==> src/rtl/rlc_pkg.sv <==
package rlc_pkg;

    // table geometry
    localparam int ENTRIES    = 64;
    localparam int LINE_BYTES = 255;
    localparam int MIN_RAW    = 3;

    localparam int IDX_W  = $clog2(ENTRIES);
    localparam int USED_W = $clog2(ENTRIES + 1);
    localparam int POS_W  = $clog2(LINE_BYTES + 1);
    localparam int LB_AW  = $clog2(LINE_BYTES);
    localparam int TXT_AW = $clog2(ENTRIES * LINE_BYTES + 1);

    localparam logic [7:0] HITS_MAX  = 8'd255;
    localparam logic [7:0] WORDS_MAX = 8'd255;

    // configuration register indexes
    localparam logic CFG_TIP_THRESHOLD = 1'b0;
    localparam logic CFG_WORD_LIMIT    = 1'b1;

    typedef enum logic [2:0] {
        OUT_IGNORED  = 3'd0,
        OUT_STORED   = 3'd1,
        OUT_HIT      = 3'd2,
        OUT_TIP      = 3'd3,
        OUT_FULL     = 3'd4
    } t_outcome;

    typedef enum logic [3:0] {
        S_IDLE,
        S_DECIDE,
        S_SCAN,
        S_META,
        S_TXT_RD,
        S_TXT_CMP,
        S_HIT,
        S_COPY,
        S_COPY_WR,
        S_EMIT
    } t_state;

    // running statistics of the line being received
    typedef struct packed {
        logic [1:0]       raw;
        logic [POS_W-1:0] kept;
        logic [POS_W-1:0] trimmed;
        logic [7:0]       words;
    } t_line_stats;

    // per-entry bookkeeping
    typedef struct packed {
        logic [POS_W-1:0] len;
        logic [7:0]       hits;
    } t_meta;

endpackage

==> src/rtl/rlc_line_front.sv <==
module rlc_line_front (
    input  logic                       i_clk,
    input  logic                       i_rst_n,
    input  logic                       i_accept,
    input  logic [7:0]                 i_char,
    input  logic                       i_clear,
    input  logic [rlc_pkg::LB_AW-1:0]  i_raddr,
    output rlc_pkg::t_line_stats       o_stats,
    output logic [7:0]                 o_rdata
);
    import rlc_pkg::*;

    logic [7:0]  r_buf [LINE_BYTES];
    logic [7:0]  r_rdata;
    t_line_stats r_stats;
    t_line_stats n_stats;
    logic        r_inside;
    logic        n_inside;
    logic        blank;
    logic        room;

    assign blank = (i_char == 8'd32) || ((i_char >= 8'd9) && (i_char <= 8'd13));
    assign room  = r_stats.kept < POS_W'(LINE_BYTES);

    // statistics update for one byte
    always_comb begin
        n_stats  = r_stats;
        n_inside = r_inside;
        if (r_stats.raw < 2'(MIN_RAW)) begin
            n_stats.raw = r_stats.raw + 2'd1;
        end
        if (room) begin
            n_stats.kept = r_stats.kept + POS_W'(1);
            if (blank) begin
                n_inside = 1'b0;
            end else begin
                if (!r_inside && (r_stats.words < WORDS_MAX)) begin
                    n_stats.words = r_stats.words + 8'd1;
                end
                n_inside        = 1'b1;
                n_stats.trimmed = r_stats.kept + POS_W'(1);
            end
        end
    end

    always_ff @(posedge i_clk) begin
        if (!i_rst_n || i_clear) begin
            r_stats  <= '0;
            r_inside <= 1'b0;
        end else if (i_accept) begin
            r_stats  <= n_stats;
            r_inside <= n_inside;
        end
    end

    // line buffer: one write and one registered read port
    always_ff @(posedge i_clk) begin
        if (i_accept && room) begin
            r_buf[r_stats.kept[LB_AW-1:0]] <= i_char;
        end
        r_rdata <= r_buf[i_raddr];
    end

    assign o_stats = r_stats;
    assign o_rdata = r_rdata;

endmodule

==> config.mk <==
export PLATFORM = sky130hd
export DESIGN_NAME = rlc_line_front
export DESIGN_NICKNAME = d
export VERILOG_FILES = /design/src/rtl/rlc_pkg.sv /design/src/rtl/rlc_line_front.sv
export SDC_FILE = /design/constraint.sdc
export NUM_CORES = 2
export LEC_CHECK = 0
export ABC_AREA = 1
export BUFFER_PORTS_ARGS = -buffer_cell sky130_fd_sc_hd__buf_4
export CAP_MARGIN = 20
export CORE_ASPECT_RATIO = 0.9
export CORE_MARGIN = 8
export CORE_UTILIZATION = 45
export DETAILED_ROUTE_END_ITERATION = 8
export SETUP_SLACK_MARGIN = 0.2
export SYNTH_ARGS = -nofsm -noshare
export SYNTH_HDL_FRONTEND = slang
export SYNTH_SLANG_ARGS = --single-unit
export TNS_END_PERCENT = 5
==> constraint.sdc <==
create_clock -name i_clk -period 2.35 [get_ports i_clk]
set_clock_uncertainty 0.05 [all_clocks]
set_input_delay 0.235 -clock i_clk [delete_from_list [all_inputs] [get_ports i_clk]]
set_output_delay 0.235 -clock i_clk [all_outputs]
set_load 0.1 [all_outputs]
==> results.json <==
{
  "fin_cells": 10080,
  "wl_um": 241800,
  "irDropWorstVdd_mv": 0.7469,
  "grt_first_pass_wirelength_um": 357700,
  "grt_util_all_layers": 0.2343,
  "pwr-share-clk": 0.411,
  "start_util": 0.4534,
  "async_reset_ff_frac": 0,
  "p_comb_frac": 0.070,
  "wl_per_cell_um": 23.99,
  "maxCapViolCount": 0,
  "dpl.hpwl_um": 146900,
  "fillers": 15528,
  "row_count": 150,
  "dpl.cell_count": 9681,
  "antenna_found_initial": 6,
  "p_sw_frac": 0.2292,
  "finalCritPeriodShare": 0.9341,
  "cts_made_buffers": 207,
  "p_leak_nw": 35.12,
  "critPathKind": "register to register",
  "pre_cts_slack_ps": -241.8,
  "die_w_um": 472.1,
  "critPathRequiredTime_ps": 2820,
  "first_global_vias": 55013,
  "cts_num_sinks": 2075,
  "dieArea_um2": 201300,
  "core_area_um2": 185800,
  "arrival_ps": 2670,
  "hold_violations": 0,
  "synthesis.area_um2": 84250,
  "nets": 7502,
  "overflow": 0,
  "cts_buffer_depth": 3,
  "first_iter_violations": 7047,
  "end_kind": "register",
  "yosys_warnings": 0,
  "syn_inst": 7122,
  "cts_root_buf": "clkbuf_16",
  "worstMarginPinSlew_ps": 1129,
  "intPower_mw": 60.49,
  "vias": 57220,
  "post_dp_cell_area_um2": 91510,
  "io_pins": 54,
  "dr.pass1.iters": 8,
  "yosysSeqAreaShare": 0.7354,
  "slew_viol_final": 0,
  "yosysTopAreaCellShare": 0.7271,
  "final_area_um2": 99250,
  "h-tree-depth": 4,
  "synth_nets": 7148,
  "area_growth_pct": 17.80,
  "place.gp.congestion": 0.9045,
  "grt_max_degree": 170,
  "p_sw_mw": 17.98,
  "placement.io_buffers": 53,
  "die_height_um": 426.5,
  "synth-seq-cells": 2075,
  "antenna_cells": 0,
  "critPathLaunchType": "register",
  "setup-violations-final": 0,
  "avgSynthCellArea_um2": 11.83,
  "hold_path_class": "input pin to register",
  "synthFlopType": "edfxtp_1",
  "relSlewSlack": 0.2475,
  "min_period_ps": 2195,
  "cts_tree": "built",
  "clk_pin_slew_worst_paths_ps": 60,
  "synth_edf_count": 2040,
  "pwr_density_cell_nw_per_um2": 790.6,
  "rsz0062_at_grt": "yes",
  "synthDistinctLibCells": 36,
  "fmax_ghz": 0.4555,
  "yosys-top-cells-area": "edfxtp_1 73%, nand3_1 12%, nand2_1 9.5%",
  "drive_above_1_share": 0.1474,
  "outcome": "completed",
  "antenna_left": 0,
  "viasPerCell": 5.677,
  "clock_latency_ps": 840,
  "synth_top_cell_by_area": "edfxtp_1",
  "finalWorstSetupSlack_ps": 154.8,
  "seqPwrFrac": 0.519,
  "drc_errors": 0,
  "cp_max_fo": 16
}
final cells by class:
| class | count | area [um2] | share of cell area |
|---|---|---|---|
| Inverter | 52 | 231.5 | 0.002332 |
| Tap cell | 2432 | 3043 | 0.03066 |
| Timing Repair Buffer | 630 | 6720 | 0.06771 |
| Sequential cell | 2075 | 61990 | 0.6246 |
| Multi-Input combinational cell | 4510 | 20690 | 0.2084 |
| Clock buffer | 267 | 5612 | 0.05654 |
| Clock inverter | 114 | 969.7 | 0.009770 |
layout by cell type (no fill, tap or decap), types with 5 or more instances in the layout:
| cell | count |
|---|---|
| clkbuf_1 | 45 |
| dfxtp_1 | 27 |
| dlygate4sd3_1 | 15 |
| buf_8 | 12 |
| a21oi_1 | 17 |
| inv_4 | 5 |
| nand4_1 | 6 |
| nand3_1 | 2005 |
| inv_1 | 43 |
| edfxtp_1 | 2040 |
| nor2_1 | 132 |
| clkinvlp_4 | 8 |
| o21ai_0 | 21 |
| clkinv_2 | 44 |
| nor2_4 | 98 |
| nor2_2 | 74 |
| inv_6 | 5 |
| buf_4 | 419 |
| clkbuf_16 | 214 |
| bufinv_16 | 13 |
| dfxtp_4 | 7 |
| buf_12 | 127 |
| nand2_1 | 2112 |
| clkinv_1 | 36 |
| xor2_1 | 5 |
| nand2_2 | 9 |
| buf_6 | 53 |
| clkbuf_8 | 10 |
path summary, 6_finish.rpt:
path                             startpoint            end  slack [ps]  depth (start not counted)
worst max-delay path            o_stats[17]  r_buf[181][4]         150                         10
worst min-delay path             i_raddr[5]     o_rdata[4]         110                          7
worst max register to register  o_stats[17]  r_buf[181][4]         150                         10
worst min register to register     r_inside       r_inside         420                          2
per-layer routing:
| layer | wire length [um] | global-route usage | up-vias |
|---|---|---|---|
| met4 | 7972 | 0.07906 | 4 |
| met2 | 112100 | 0.3718 | 2623 |
| met1 | 100900 | 0.3293 | 28167 |
| met5 | 22 | 0 | - |
| met3 | 20860 | 0.04104 | 396 |
| li1 | - | - | 26030 |
power by group through the flow:
stage          Clock, mW  Sequential, mW  Combinational [mW]
2_1_floorplan          0            41.7                2.50
6_report            32.2            40.7                5.49
3_3_place_gp           0            41.5                5.35
3_5_place_dp           0            41.5                5.39
5_1_grt             34.0            40.7                5.87
4_1_cts             32.6            40.7                5.42
logic make-up after synthesis:
logic type      after synthesis  share of synthesized area
compound gates               44                   0.002881
xor+xnor                      8                  0.0008317
fa+ha+maj                     6                  0.0008910
buf+inv                     537                    0.03101
flops                      2075                     0.7354
simple gates               4452                     0.2290
synthesized netlist by cell type (4+ instances only):
cell type / n
nand4_1: 6
dfxtp_1: 35
buf_1: 42
ha_1: 6
nor2_1: 302
inv_2: 4
clkbuf_1: 94
buf_2: 295
buf_6: 4
buf_4: 49
inv_1: 45
a21oi_1: 17
o21ai_0: 21
nand2_1: 2122
edfxtp_1: 2040
xor2_1: 5
nand3_1: 2010
flip-flops by register name, indices dropped and copies added, names as in the netlist:
register and flops:
o_stats 26, o_rdata 8, r_inside 1, r_buf 2040
repair_timing:
action | CTS | global route
hold buffers | 15 | 0
buffers inserted | 3 | 0
hold endpoints to repair | 437 | 0
resized for setup | 10 | 236
cloned | 0 | 0
endpoints found under the setup margin | 917 | 1496
pin swaps | 3 | 26
worst max-delay path: stages (launching register included):
cell and delay (ps):
dfxtp_4 370, ha_4 170, inv_4 60, nor2_4 40
a21oi_4 150, buf_12 180, nand4_1 110, buf_6 190
buf_16 200, nor2_4 140, buf_6 160
per-stage QoR:
stage	hold slack (ps)	utilization	TNS (ps)	total power, mW
6_report	111.7	0.5342	0	78.47
5_1_grt	109.8	0.5342	0	80.54
4_1_cts	57.48	0.5292	0	78.75
3_5_place_dp	406.6	0.4925	-929.4	46.90
3_3_place_gp	410.9	0.4925	-952.4	46.87
2_1_floorplan	283.9	-	-2569	44.24
Power figures use the tool's default switching activity.
